## src/hdl/fbpa_pkg.sv

```systemverilog
// ---------------------------------------------------------------------------
// fbpa_pkg
// Shared widths, codes and controller/datapath interface types for the
// fixed block pool allocator.
// ---------------------------------------------------------------------------
package fbpa_pkg;

	localparam int MAX_BLOCKS  = 64;
	localparam int IDX_W       = $clog2(MAX_BLOCKS);
	localparam int DIVB_W      = $clog2(IDX_W);
	localparam int CNT_W       = IDX_W + 1;
	localparam int ADDR_W      = 32;
	localparam int LEN_W       = 27;
	localparam int TOTAL_W     = CNT_W + LEN_W;
	localparam int CFG_IDX_W   = 2;
	localparam int CFG_DATA_W  = 32;
	localparam int IN_TDATA_W  = 40;
	localparam int OUT_TDATA_W = 80;

	// Pool limits
	localparam logic [TOTAL_W-1:0] POOL_LIMIT = TOTAL_W'(64 * 1024 * 1024);
	localparam logic [LEN_W-1:0]   PAGE_SIZE  = LEN_W'(1 << 12);
	localparam logic [LEN_W-1:0]   PAGE_MASK  = LEN_W'((1 << 12) - 1);

	// Configuration register indexes
	localparam logic [CFG_IDX_W-1:0] REG_POOL_BASE    = 2'd0;
	localparam logic [CFG_IDX_W-1:0] REG_BLOCK_COUNT  = 2'd1;
	localparam logic [CFG_IDX_W-1:0] REG_BLOCK_LENGTH = 2'd2;

	// Request opcodes
	localparam logic OP_ALLOC = 1'b0;
	localparam logic OP_FREE  = 1'b1;

	typedef enum logic [2:0] {
		ST_OK         = 3'd0,
		ST_EMPTY      = 3'd1,
		ST_NO_BLOCK   = 3'd2,
		ST_NOT_LOCKED = 3'd3,
		ST_BAD_CONFIG = 3'd4
	} status_t;

	// Controller to datapath
	typedef struct packed {
		logic              accept;   // capture request
		logic              check;    // config check, first-free search, offset
		logic              alloc;    // block address of the first free block
		logic              div;      // one restoring division step
		logic [DIVB_W-1:0] div_bit;  // quotient bit worked on by this step
		logic              update;   // decide status, update lock bits
		logic              cnt1;     // group popcounts
		logic              cnt2;     // final free count
		logic              load;     // move result into output register
	} cmd_t;

	// Datapath to controller
	typedef struct packed {
		logic op;        // opcode of the request in flight
		logic out_room;  // output register can take a result
	} sts_t;

endpackage

```

## src/hdl/fbpa_ctrl.sv

```systemverilog
// ---------------------------------------------------------------------------
// fbpa_ctrl
// Request sequencer: walks one request through check, address or
// division steps, lock update, free count and output hand-off.
// ---------------------------------------------------------------------------
module fbpa_ctrl (
	input  logic            clk,
	input  logic            arst_n,
	input  logic            req_valid,
	output logic            req_ready,
	input  fbpa_pkg::sts_t  sts,
	output fbpa_pkg::cmd_t  cmd
);

	typedef enum logic [2:0] {
		S_IDLE,
		S_CHECK,
		S_ALOC,
		S_DIV,
		S_UPD,
		S_CNT1,
		S_CNT2,
		S_DONE
	} state_t;

	state_t                        state_q;
	logic [fbpa_pkg::DIVB_W-1:0]   div_bit_q;

	// State register and division step counter
	always_ff @(posedge clk or negedge arst_n) begin
		if (!arst_n) begin
			state_q   <= S_IDLE;
			div_bit_q <= '0;
		end else begin
			case (state_q)
				S_IDLE: begin
					if (req_valid) state_q <= S_CHECK;
				end
				S_CHECK: begin
					div_bit_q <= fbpa_pkg::DIVB_W'(fbpa_pkg::IDX_W - 1);
					state_q   <= (sts.op == fbpa_pkg::OP_FREE) ? S_DIV : S_ALOC;
				end
				S_ALOC: state_q <= S_UPD;
				S_DIV: begin
					if (div_bit_q == '0) state_q <= S_UPD;
					else div_bit_q <= div_bit_q - fbpa_pkg::DIVB_W'(1);
				end
				S_UPD:  state_q <= S_CNT1;
				S_CNT1: state_q <= S_CNT2;
				S_CNT2: state_q <= S_DONE;
				S_DONE: begin
					if (sts.out_room) state_q <= S_IDLE;
				end
				default: state_q <= S_IDLE;
			endcase
		end
	end

	// Command decode
	always_comb begin
		req_ready   = (state_q == S_IDLE);
		cmd         = '0;
		cmd.accept  = (state_q == S_IDLE) && req_valid;
		cmd.check   = (state_q == S_CHECK);
		cmd.alloc   = (state_q == S_ALOC);
		cmd.div     = (state_q == S_DIV);
		cmd.div_bit = div_bit_q;
		cmd.update  = (state_q == S_UPD);
		cmd.cnt1    = (state_q == S_CNT1);
		cmd.cnt2    = (state_q == S_CNT2);
		cmd.load    = (state_q == S_DONE) && sts.out_room;
	end

endmodule

```

## src/hdl/fbpa_datapath.sv

```systemverilog
// ---------------------------------------------------------------------------
// fbpa_datapath
// Configuration registers, lock bits, first-free search, address
// arithmetic, address-to-index division, free count and output register.
// ---------------------------------------------------------------------------
module fbpa_datapath (
	input  logic                                   clk,
	input  logic                                   arst_n,
	input  fbpa_pkg::cmd_t                         cmd,
	output fbpa_pkg::sts_t                         sts,
	// configuration writes
	input  logic                                   cfg_wr_en,
	input  logic [fbpa_pkg::CFG_IDX_W-1:0]         cfg_addr,
	input  logic [fbpa_pkg::CFG_DATA_W-1:0]        cfg_wdata,
	// request payload
	input  logic                                   in_opcode,
	input  logic [fbpa_pkg::ADDR_W-1:0]            in_free_address,
	// result
	output logic                                   out_valid,
	input  logic                                   out_ready,
	output fbpa_pkg::status_t                      out_status,
	output logic [fbpa_pkg::ADDR_W-1:0]            out_block_address,
	output logic [fbpa_pkg::IDX_W-1:0]             out_block_index,
	output logic [fbpa_pkg::LEN_W-1:0]             out_granted_length,
	output logic [fbpa_pkg::CNT_W-1:0]             out_free_blocks
);

	localparam int NB   = fbpa_pkg::MAX_BLOCKS;
	localparam int NGRP = NB / 8;
	localparam int QW   = fbpa_pkg::ADDR_W + 1;

	// configuration
	logic [fbpa_pkg::ADDR_W-1:0] base_q;
	logic [fbpa_pkg::CNT_W-1:0]  count_q;
	logic [fbpa_pkg::LEN_W-1:0]  length_q;

	// state and request
	logic [NB-1:0]               lock_q;
	logic                        op_q;
	logic [fbpa_pkg::ADDR_W-1:0] want_q;

	// working registers
	logic                        cfg_ok_q;
	logic                        ff_found_q;
	logic [fbpa_pkg::IDX_W-1:0]  ff_idx_q;
	logic                        in_range_q;
	logic [fbpa_pkg::ADDR_W-1:0] rem_q;
	logic [fbpa_pkg::IDX_W-1:0]  quo_q;
	logic [fbpa_pkg::ADDR_W-1:0] blk_addr_q;
	fbpa_pkg::status_t           res_status_q;
	logic [fbpa_pkg::ADDR_W-1:0] res_addr_q;
	logic [fbpa_pkg::IDX_W-1:0]  res_idx_q;
	logic [fbpa_pkg::LEN_W-1:0]  res_len_q;
	logic [3:0]                  grp_q [NGRP];
	logic [fbpa_pkg::CNT_W-1:0]  res_free_q;

	// output register
	logic                        out_valid_q;
	fbpa_pkg::status_t           out_status_q;
	logic [fbpa_pkg::ADDR_W-1:0] out_addr_q;
	logic [fbpa_pkg::IDX_W-1:0]  out_idx_q;
	logic [fbpa_pkg::LEN_W-1:0]  out_len_q;
	logic [fbpa_pkg::CNT_W-1:0]  out_free_q;

	// combinational helpers
	logic [NB-1:0]                in_use_mask;
	logic [NB-1:0]                free_vec;
	logic [fbpa_pkg::TOTAL_W-1:0] total;
	logic                         cfg_ok;
	logic                         ff_found;
	logic [fbpa_pkg::IDX_W-1:0]   ff_idx;
	logic [fbpa_pkg::ADDR_W-1:0]  offset;
	logic [QW-1:0]                divisor;
	logic [QW-1:0]                trial;
	logic                         free_found;
	logic [fbpa_pkg::CNT_W-1:0]   grp_sum;

	// Blocks below block_count that are unlocked
	always_comb begin
		for (int i = 0; i < NB; i++) begin
			in_use_mask[i] = (fbpa_pkg::CNT_W'(i) < count_q);
		end
		free_vec = ~lock_q & in_use_mask;
	end

	// Lowest-indexed free block
	always_comb begin
		ff_found = 1'b0;
		ff_idx   = '0;
		for (int i = NB - 1; i >= 0; i--) begin
			if (free_vec[i]) begin
				ff_found = 1'b1;
				ff_idx   = fbpa_pkg::IDX_W'(i);
			end
		end
	end

	// Pool geometry check
	always_comb begin
		total  = fbpa_pkg::TOTAL_W'(count_q) * fbpa_pkg::TOTAL_W'(length_q);
		cfg_ok = (count_q >= fbpa_pkg::CNT_W'(2))
			&& (count_q <= fbpa_pkg::CNT_W'(NB))
			&& (length_q != '0)
			&& !(((length_q & fbpa_pkg::PAGE_MASK) != '0)
				&& (length_q >= fbpa_pkg::PAGE_SIZE))
			&& (total <= fbpa_pkg::POOL_LIMIT);
		offset = want_q - base_q;
	end

	// Restoring division step: remainder against length shifted by div_bit
	always_comb begin
		divisor = QW'(length_q) << cmd.div_bit;
		trial   = {1'b0, rem_q} - divisor;
	end

	assign free_found = in_range_q && (rem_q == '0);

	// Sum of group popcounts
	always_comb begin
		grp_sum = '0;
		for (int g = 0; g < NGRP; g++) begin
			grp_sum = grp_sum + fbpa_pkg::CNT_W'(grp_q[g]);
		end
	end

	// Configuration registers
	always_ff @(posedge clk or negedge arst_n) begin
		if (!arst_n) begin
			base_q   <= '0;
			count_q  <= '0;
			length_q <= '0;
		end else if (cfg_wr_en) begin
			case (cfg_addr)
				fbpa_pkg::REG_POOL_BASE:    base_q   <= cfg_wdata[fbpa_pkg::ADDR_W-1:0];
				fbpa_pkg::REG_BLOCK_COUNT:  count_q  <= cfg_wdata[fbpa_pkg::CNT_W-1:0];
				fbpa_pkg::REG_BLOCK_LENGTH: length_q <= cfg_wdata[fbpa_pkg::LEN_W-1:0];
				default: ;
			endcase
		end
	end

	// Lock bits
	always_ff @(posedge clk or negedge arst_n) begin
		if (!arst_n) begin
			lock_q <= '0;
		end else if (cmd.update && cfg_ok_q) begin
			if (op_q == fbpa_pkg::OP_ALLOC) begin
				if (ff_found_q) lock_q[ff_idx_q] <= 1'b1;
			end else if (free_found) begin
				lock_q[quo_q] <= 1'b0;
			end
		end
	end

	// Request capture, search, arithmetic and result assembly
	always_ff @(posedge clk) begin
		if (cmd.accept) begin
			op_q   <= in_opcode;
			want_q <= in_free_address;
		end
		if (cmd.check) begin
			cfg_ok_q   <= cfg_ok;
			ff_found_q <= ff_found;
			ff_idx_q   <= ff_idx;
			in_range_q <= ({{(fbpa_pkg::TOTAL_W-fbpa_pkg::ADDR_W){1'b0}}, offset} < total);
			rem_q      <= offset;
			quo_q      <= '0;
		end
		if (cmd.alloc) begin
			blk_addr_q <= base_q + fbpa_pkg::ADDR_W'(ff_idx_q * length_q);
		end
		if (cmd.div) begin
			if (!trial[QW-1]) begin
				rem_q <= trial[fbpa_pkg::ADDR_W-1:0];
				quo_q[cmd.div_bit] <= 1'b1;
			end
		end
		if (cmd.update) begin
			if (!cfg_ok_q) begin
				res_status_q <= fbpa_pkg::ST_BAD_CONFIG;
				res_addr_q   <= '0;
				res_idx_q    <= '0;
				res_len_q    <= '0;
			end else if (op_q == fbpa_pkg::OP_ALLOC) begin
				if (ff_found_q) begin
					res_status_q <= fbpa_pkg::ST_OK;
					res_addr_q   <= blk_addr_q;
					res_idx_q    <= ff_idx_q;
					res_len_q    <= length_q;
				end else begin
					res_status_q <= fbpa_pkg::ST_EMPTY;
					res_addr_q   <= '0;
					res_idx_q    <= '0;
					res_len_q    <= '0;
				end
			end else if (free_found) begin
				if (lock_q[quo_q]) begin
					res_status_q <= fbpa_pkg::ST_OK;
				end else begin
					res_status_q <= fbpa_pkg::ST_NOT_LOCKED;
				end
				res_addr_q <= want_q;
				res_idx_q  <= quo_q;
				res_len_q  <= '0;
			end else begin
				res_status_q <= fbpa_pkg::ST_NO_BLOCK;
				res_addr_q   <= '0;
				res_idx_q    <= '0;
				res_len_q    <= '0;
			end
		end
		// popcount in two registered levels, after the lock update
		if (cmd.cnt1) begin
			for (int g = 0; g < NGRP; g++) begin
				grp_q[g] <= 4'($countones(free_vec[g*8 +: 8]));
			end
		end
		if (cmd.cnt2) begin
			res_free_q <= (res_status_q == fbpa_pkg::ST_BAD_CONFIG) ? '0 : grp_sum;
		end
		if (cmd.load) begin
			out_status_q <= res_status_q;
			out_addr_q   <= res_addr_q;
			out_idx_q    <= res_idx_q;
			out_len_q    <= res_len_q;
			out_free_q   <= res_free_q;
		end
	end

	// Output valid flag
	always_ff @(posedge clk or negedge arst_n) begin
		if (!arst_n) begin
			out_valid_q <= 1'b0;
		end else if (cmd.load) begin
			out_valid_q <= 1'b1;
		end else if (out_ready) begin
			out_valid_q <= 1'b0;
		end
	end

	assign sts.op             = op_q;
	assign sts.out_room       = !out_valid_q || out_ready;
	assign out_valid          = out_valid_q;
	assign out_status         = out_status_q;
	assign out_block_address  = out_addr_q;
	assign out_block_index    = out_idx_q;
	assign out_granted_length = out_len_q;
	assign out_free_blocks    = out_free_q;

`ifndef SYNTHESIS
	// a successful allocate leaves its block locked
	a_alloc_locks: assert property (@(posedge clk) disable iff (!arst_n)
		cmd.update && cfg_ok_q && (op_q == fbpa_pkg::OP_ALLOC) && ff_found_q
		|=> lock_q[res_idx_q])
		else $error("allocated block not locked");

	// a successful free leaves its block unlocked
	a_free_unlocks: assert property (@(posedge clk) disable iff (!arst_n)
		cmd.update && cfg_ok_q && (op_q == fbpa_pkg::OP_FREE) && free_found
		|=> !lock_q[res_idx_q])
		else $error("freed block still locked");

	// only a successful allocate grants a length
	a_len_only_ok: assert property (@(posedge clk) disable iff (!arst_n)
		out_valid_q && (out_len_q != '0) |-> (out_status_q == fbpa_pkg::ST_OK))
		else $error("length granted on failed request");

	// bad configuration result carries nothing else
	a_bad_cfg_zero: assert property (@(posedge clk) disable iff (!arst_n)
		out_valid_q && (out_status_q == fbpa_pkg::ST_BAD_CONFIG)
		|-> (out_free_q == '0) && (out_addr_q == '0) && (out_idx_q == '0))
		else $error("bad configuration result not cleared");
`endif

endmodule

```

## src/hdl/fixed_block_pool_allocator_core.sv

```systemverilog
// ---------------------------------------------------------------------------
// fixed_block_pool_allocator_core
// First-fit allocator over a pool of equal-sized blocks with one lock bit
// per block.
// ---------------------------------------------------------------------------
// Usage:
//   Requests arrive on the s_axis stream (opcode 0 allocate, 1 free by
//   start address); one result per request leaves on m_axis.
//   Pool geometry is written through cfg_wr_en/cfg_addr/cfg_wdata while
//   the block is idle: 0 pool base, 1 block count, 2 block length.
//   A free resolves its block index with a six-step restoring division of
//   (address - base) by the block length. One request is worked on at a
//   time; the next is accepted only after the result has entered the
//   output register.
//   The output register holds a result until m_axis_tready; a new request
//   may be accepted and processed meanwhile, and the sequencer waits at its
//   last step while the previous result is still unread.
//   Reset clears the configuration registers and every lock bit (all
//   blocks free) and leaves both streams empty.
// ---------------------------------------------------------------------------
module fixed_block_pool_allocator_core (
	input  logic                                 clk,
	input  logic                                 arst_n,
	// configuration
	input  logic                                 cfg_wr_en,
	input  logic [fbpa_pkg::CFG_IDX_W-1:0]       cfg_addr,
	input  logic [fbpa_pkg::CFG_DATA_W-1:0]      cfg_wdata,
	// requests
	input  logic                                 s_axis_tvalid,
	output logic                                 s_axis_tready,
	// [0] opcode, [32:1] free_address, [39:33] zero
	input  logic [fbpa_pkg::IN_TDATA_W-1:0]      s_axis_tdata,
	// results
	output logic                                 m_axis_tvalid,
	input  logic                                 m_axis_tready,
	// [2:0] status, [34:3] block_address, [40:35] block_index,
	// [67:41] granted_length, [74:68] free_blocks, [79:75] zero
	output logic [fbpa_pkg::OUT_TDATA_W-1:0]     m_axis_tdata
);

	localparam int OUT_USED = 3 + fbpa_pkg::ADDR_W + fbpa_pkg::IDX_W
		+ fbpa_pkg::LEN_W + fbpa_pkg::CNT_W;

	fbpa_pkg::cmd_t                cmd;
	fbpa_pkg::sts_t                sts;
	fbpa_pkg::status_t             res_status;
	logic [fbpa_pkg::ADDR_W-1:0]   res_addr;
	logic [fbpa_pkg::IDX_W-1:0]    res_idx;
	logic [fbpa_pkg::LEN_W-1:0]    res_len;
	logic [fbpa_pkg::CNT_W-1:0]    res_free;

	fbpa_ctrl u_ctrl (
		.clk       (clk),
		.arst_n    (arst_n),
		.req_valid (s_axis_tvalid),
		.req_ready (s_axis_tready),
		.sts       (sts),
		.cmd       (cmd)
	);

	fbpa_datapath u_dp (
		.clk                (clk),
		.arst_n             (arst_n),
		.cmd                (cmd),
		.sts                (sts),
		.cfg_wr_en          (cfg_wr_en),
		.cfg_addr           (cfg_addr),
		.cfg_wdata          (cfg_wdata),
		.in_opcode          (s_axis_tdata[0]),
		.in_free_address    (s_axis_tdata[fbpa_pkg::ADDR_W:1]),
		.out_valid          (m_axis_tvalid),
		.out_ready          (m_axis_tready),
		.out_status         (res_status),
		.out_block_address  (res_addr),
		.out_block_index    (res_idx),
		.out_granted_length (res_len),
		.out_free_blocks    (res_free)
	);

	// Pack result fields, lowest field first
	assign m_axis_tdata = {{(fbpa_pkg::OUT_TDATA_W-OUT_USED){1'b0}},
		res_free, res_len, res_idx, res_addr, res_status};

endmodule

```

## config.mk

```make
export PLATFORM = sky130hd
export DESIGN_NAME = fixed_block_pool_allocator_core
export DESIGN_NICKNAME = d
export VERILOG_FILES = /design/src/hdl/fbpa_pkg.sv /design/src/hdl/fbpa_ctrl.sv /design/src/hdl/fbpa_datapath.sv /design/src/hdl/fixed_block_pool_allocator_core.sv
export SDC_FILE = /design/constraint.sdc
export NUM_CORES = 2
export LEC_CHECK = 0
export ABC_AREA = 1
export ABC_CLOCK_PERIOD_IN_PS = 9500
export BUFFER_PORTS_ARGS = -buffer_cell sky130_fd_sc_hd__buf_2
export CORE_ASPECT_RATIO = 1.5
export CORE_MARGIN = 2
export CORE_UTILIZATION = 30
export CTS_CLUSTER_DIAMETER = 30
export DETAILED_ROUTE_END_ITERATION = 7
export HOLD_SLACK_MARGIN = 0.03
export PLACE_DENSITY_LB_ADDON = 0.1
export SETUP_SLACK_MARGIN = 0.05
export SYNTH_ARGS = -nofsm -noshare
export SYNTH_HDL_FRONTEND = slang
export SYNTH_SLANG_ARGS = --single-unit
```

## constraint.sdc

```tcl
create_clock -name clk -period 9.5 [get_ports clk]
set_clock_uncertainty 0.05 [all_clocks]
set_input_delay 0.475 -clock clk [delete_from_list [all_inputs] [get_ports clk]]
set_output_delay 0.475 -clock clk [all_outputs]
set_load 0.02 [all_outputs]
```

# ---- Yosys cells after proc, flatten, opt, wreduce, memory -nomap -nowiden
# Memories as Yosys holds them, arrays and structs flattened.
# Cells that the tools add are included.
dict set report word_totals {
  register_bits 399
  ramBits 32
  inputBits 79
  mem_count 1
}
dict set report classes {
  n_addsub 67
  multipliers 2
  order_cmp 75
  n_eq_ne 15
  n_shift 1
  muxes 102
  bitwise_logic 8
  n_reduce_logical 37
}
# memory words word_bits read_ports rd_ports_with_merged_regs wr line
set mem_list {}
lappend mem_list {u_dp.grp_q 8 4 8 0 8 fbpa_datapath.sv:54} ;# logic [3:0] grp_q [NGRP];
# op count
set ops {}
lappend ops {{$mux 6} 38}
lappend ops {{$lt 6x7->1 const A} 32}
lappend ops {{$mux 32} 6}
lappend ops {{$mux 64} 3}
lappend ops {{$and 64x64->64} 2}
lappend ops {{$not 64->64} 2}
lappend ops {{$lt 5x7->1 const A} 16}
lappend ops {{$add 4x4->4} 24}
lappend ops {{$mux 5} 16}
lappend ops {{$add 1x1->2} 32}
lappend ops {{$or 64x64->64} 1}
lappend ops {{$reduce_or 63->1} 1}
lappend ops {{$lt 4x7->1 const A} 8}
lappend ops {{$reduce_bool 27->1} 2}
lappend ops {{$add 7x4->7} 6}
lappend ops {{$le 34x27->1 const B} 1}
lappend ops {{$lt 32x34->1} 1}
lappend ops {{$mul 7x27->34} 1}
lappend ops {{$shl 27x3->33} 1}
lappend ops {{$sub 32x33->33} 1}
lappend ops {{$add 32x32->32} 1}
lappend ops {{$logic_not 32->1} 1}
lappend ops {{$mul 6x27->32} 1}
lappend ops {{$mux 4} 8}
lappend ops {{44 further kinds} 102}

# ---- Logic depth before layout (Yosys ltp)
dict set report logic_depth {
  depth_word 65
  ltp_mapped 69
  ltp_nobuf 68
}

# ---- Modules after synthesis
# Synthesis repeated with hierarchy kept, for this count alone.
dict set report unflattened {
  cells_unflattened 4118
  area_unflattened_um2 35235.0
}
# module instances cells_each area_per_inst_um2 seq_area_each_um2
set modules_own_cells {}
lappend modules_own_cells {fbpa_datapath 1 4051 34772.1 11726.2}
lappend modules_own_cells {fbpa_ctrl 1 61 421.7 150.1}
lappend modules_own_cells {fixed_block_pool_allocator_core 1 6 41.3 0.0}

# ---- Least setup slack after synthesis
# OpenSTA, ideal clock, no wires.
dict set report synth_timing {
  kind {reg2reg}
  from {register u_dp.count_q[3] in the netlist's numbering}
  to {register u_dp.in_range_q, data pin}
  setup_ps 269
  arrival_ps 6838
  path_slack_ps 2342
  path_stages_with_launch 43
  n_path_buf 3
  cell_sequence {dfrtp_1 buf_2 buf_1 clkbuf_1 nand2_1 fa_1 inv_1 ha_1 inv_1 fa_1 fa_1 inv_1 ha_1 a21oi_1 o21ai_1 nand2_1 nand2_1 a21oi_1 [... 7 more ...] o21ai_1 a21oi_1 o21bai_1 a21oi_1 o21bai_1 a21o_1 a21oi_1 xor2_1 ha_1 nand4_1 nor2_1 nand4_1 o211ai_1 a21oi_1 o21ai_0 nand3_1 nand2_1 o211ai_1}
}
dict set report synth_between {
  elab_chain_cells 2
}
# item line
set synth_rtl {}
lappend synth_rtl {{start: declaration} fbpa_datapath.sv:34} ;# logic [fbpa_pkg::CNT_W-1:0] count_q;
lappend synth_rtl {{start signal: assignment} fbpa_datapath.sv:135} ;# fbpa_pkg::REG_BLOCK_COUNT: count_q <= cfg_wdata[fbpa_pkg::CNT_W-1:0];
lappend synth_rtl {{$mul 7x27->34} fbpa_datapath.sv:100} ;# total = fbpa_pkg::TOTAL_W'(count_q) * fbpa_pkg::TOTAL_W'(length_q);
lappend synth_rtl {{$lt 32x34->1} fbpa_datapath.sv:165} ;# in_range_q <= ({{(fbpa_pkg::TOTAL_W-fbpa_pkg::ADDR_W){1'b0}}, offset} < total);
lappend synth_rtl {{end signal: assignment} fbpa_datapath.sv:165}
lappend synth_rtl {{end: declaration} fbpa_datapath.sv:46} ;# logic in_range_q;
# Every way passes these cells.
# A chain may end at the register's enable or synchronous reset.

# ---- Final worst setup path
# Ends and elaborated chain as after synthesis.

==> results.toml <==
[synth]
synthCells = 3997
avgSynthCellArea_um2 = 8.783
syn_area_um2 = 35110
ys_seq_area_share_pct = 33.83
ys_ff_latch = 431
synthDistinctLibCells = 56
yosysWarningCount = 0

[placement]
dpl.hpwl_um = 91550
dp_cells = 5598
post_dp_cell_area_um2 = 37710
gp_congestion = 0.8974
io_buffers = 148

[hold_path]
hold_start = "cfg_wdata[9]"
hold_path_class = "primary input to register"
hold_path_end = "u_dp.length_q[9]$_DFFE_PN0P_"
hold_depth = 3

[critical_path]
cp_common_cell = "nand2_1"
r2r-end = "u_dp.in_range_q$_DFFE_PP_"
ff2ff_setup_slack_ns = 1.42
crit_path_top_delay_cell = "dfrtp_1"
cpPeakStageDelay_ns = 1.12
start_kind = "register"
critPathKind = "register to register"
worstPathRequired_ns = 9.99
end_kind = "register"
timing.rr.start = "u_dp.count_q[3]$_DFFE_PN0P_"
r2r_cells = 39
crit_fanout = 27
critPathArrivalTime_ns = 8.56

[power_and_ir_drop]
irDropWorstVdd_mv = 0.6505
combPwrFrac_pct = 60.5
p_leak_uw = 0.02012
internal_power_uw = 9687
switching_share_pct = 46.40
pwr-share-clk_pct = 20.5
p_seq_share_pct = 19.0
p_sw_uw = 8387
power_uw = 18070
p_per_area_nw_per_um2 = 431.4

[clocking]
clockBufferDepth = 3
clockRootBuffer = "clkbuf_16"
insertion_delay_ns = 0.71
cts_tree = "built"
cts.hold.buffers_added = 54
post_cts_buffers = 0
htree_levels = 3
cts_buffers = 102
cts-resized-gates = 0
clock-sinks = 431
clk_pin_slew_ns = 0.05

[timing]
worst-slew-pin-transition_ns = 1.191
fmaxAchievable_ghz = 0.1238
hold_viol_final = 0
maxSlewViolCount = 0
slew_headroom_pct = 20.63
rsz0062_at_grt = "false"
final-setup-viol-count = 0
tns_ns = 0
finalCriticalPeriod_ns = 8.076
finalCritPeriodShare_pct = 85.01

[drt]
vias = 27600
first_pass_iters = 5
drt_iter0_markers = 1452
postRouteAntennaNets = 0
avgRoutedWirePerCell_um = 19.90
viasPerCell = 4.722
routed_wl_um = 116300
drc = 0

[floorplanning]
io_pins = 161
core_um2 = 116000
die_w_um = 283.3
die_area_um2 = 119800
rows = 153
fp.dieH_um = 423.0
start_util_pct = 30.26

[flow_run]
maxCapViolCount = 0

[layout]
nets = 4879
area_delta_synth_final_pct = 19.33
layout_common_cells = "nand2_1, inv_1, o21ai_0, fa_1, ha_1"
final_area_um2 = 41890
diodes = 0
mostFrequentLayoutCell = "nand2_1"
layout-drive-gt1-share_pct = 10.08
stdcell_count = 5845

[global_route]
grt_use_total_pct = 19.66
grt_pass1_vias = 29540
antenna_found_initial = 0
grt_max_degree = 84
overflow = 0
grt_pass1_wl_um = 177900

[outcome]
status = "finished clean"
[sequential cells by signal (all words and copies together), names as in the netlist, 3 cells and up]
name                     flops
u_dp.lock_q                 64
u_dp.base_q                 32
u_dp.blk_addr_q             32
u_dp.grp_q                  32
u_dp.out_block_address      32
u_dp.rem_q                  32
u_dp.res_addr_q             32
u_dp.want_q                 32
u_dp.length_q               27
u_dp.out_granted_length     27
u_dp.res_len_q              27
u_dp.count_q                 7
u_dp.out_free_blocks         7
u_dp.res_free_q              7
u_dp.ff_idx_q                6
u_dp.out_block_index         6
u_dp.quo_q                   6
u_dp.res_idx_q               6
u_ctrl.div_bit_q             3
u_ctrl.state_q               3
u_dp.out_status              3
u_dp.res_status_q            3
[through the flow]
stage	setup WS, ns	hold slack, ns	utilization, %
floorplan	2.342	0.1294	-
global placement	1.410	0.3502	32.51
detailed placement	1.369	0.3545	32.51
CTS	1.344	0.03177	36.11
global route	0.7959	0.07027	36.11
finish	1.424	0.06735	36.11
[Yosys cell counts, drive strengths merged]
cell type  count  area [um2]
a211oi        22       170.2
a21boi         2       15.01
a21o          10       75.07
a21oi        177       885.9
a221oi        10       87.58
a22o           4       35.03
a22oi          8       60.06
a31oi         25       156.4
a32oi          1       8.760
a41oi          1       8.760
buf           33       150.1
clkbuf       130       488.0
clkinv         8       30.03
conb           1       3.750
dfrtp        137        3428
dfxtp         38       760.7
edfxtp       256        7687
fa           305        6106
ha           289        3616
inv          732        2748
mux2           1       11.26
mux2i          6       60.06
nand2        838        3163
nand3        102       520.5
nand3b         1       7.510
nand4         30       187.7
nor2         179       691.9
nor3          65       341.6
nor3b          6       45.04
nor4          18       112.6
o2111ai        2       17.52
o211ai        13       97.59
o21a           5       37.54
o21ai        368        1861
o21bai        17       127.6
o221ai         1       8.760
o22ai         18       112.6
o31ai         13       97.59
or2            3       18.77
or4            1       7.510
xnor2         32       280.3
xor2          89       779.5
[critical path, delay by kind of cell (launching register included)]
kind / cells / cell delay, ns
adder cells (fa/ha/maj): 6 / 2.47
XOR/XNOR: 1 / 0.25
AND/OR/NAND/NOR: 13 / 1.30
buffers and inverters: 4 / 0.20
flip-flops: 1 / 1.12
AO/OA/AOI/OAI: 15 / 2.53
[logic make-up (layout without fill, tap and decap cells)]
logic type	count (synthesis)	in the layout	synth area share, %
simple gates	1243	1243	14.52
compound gates	697	697	11.00
xor+xnor	121	121	3.019
fa+ha+maj	594	594	27.69
buf+inv	903	1197	9.730
other cells	1	5	0.01068
mux	7	7	0.2031
flops	431	431	33.83
[area by class of cell]
| class | count | area (um2) |
|---|---|---|
| Fill cell | 12190 | 74110 |
| Multi-Input combinational cell | 2667 | 19900 |
| Sequential cell | 431 | 11880 |
| Inverter | 740 | 2778 |
| Clock buffer | 115 | 2674 |
| Tap cell | 1550 | 1939 |
| Timing Repair Buffer | 264 | 1753 |
| Clock inverter | 78 | 970.9 |
[power by group through the flow]
stage | clock (uW) | sequential, uW | combinational [uW]
finish | 3700 | 3430 | 10900
global route | 3870 | 3490 | 12700
CTS | 3790 | 3440 | 11300
detailed placement | 0 | 3470 | 11200
global placement | 0 | 3470 | 11200
floorplan | 0 | 3340 | 8000
[per-layer routing]
metal  global-route usage, %  up-vias  part of all wire (%)
met3                   2.258      250                   3.0
met4                   9.638        0                   4.8
met2                   38.56      572                    56
met5                       0        -                     0
met1                   20.43    13460                    37
li1                        -    13320                     -
[worst max-delay path by stage]
stage | start | end | slack (ns) | depth (start not counted)
after floorplan | u_dp.count_q[3]$_DFFE_PN0P_ | u_dp.in_range_q$_DFFE_PP_ | 2.34 | 42
after global placement | u_dp.count_q[3]$_DFFE_PN0P_ | u_dp.in_range_q$_DFFE_PP_ | 1.41 | 41
after detailed placement | u_dp.count_q[3]$_DFFE_PN0P_ | u_dp.in_range_q$_DFFE_PP_ | 1.37 | 39
after CTS | u_dp.count_q[3]$_DFFE_PN0P_ | u_dp.in_range_q$_DFFE_PP_ | 1.34 | 39
after global routing | u_dp.count_q[3]$_DFFE_PN0P_ | u_dp.in_range_q$_DFFE_PP_ | 0.80 | 39
final | u_dp.count_q[3]$_DFFE_PN0P_ | u_dp.in_range_q$_DFFE_PP_ | 1.42 | 39
(Power assumes the default switching activity.)
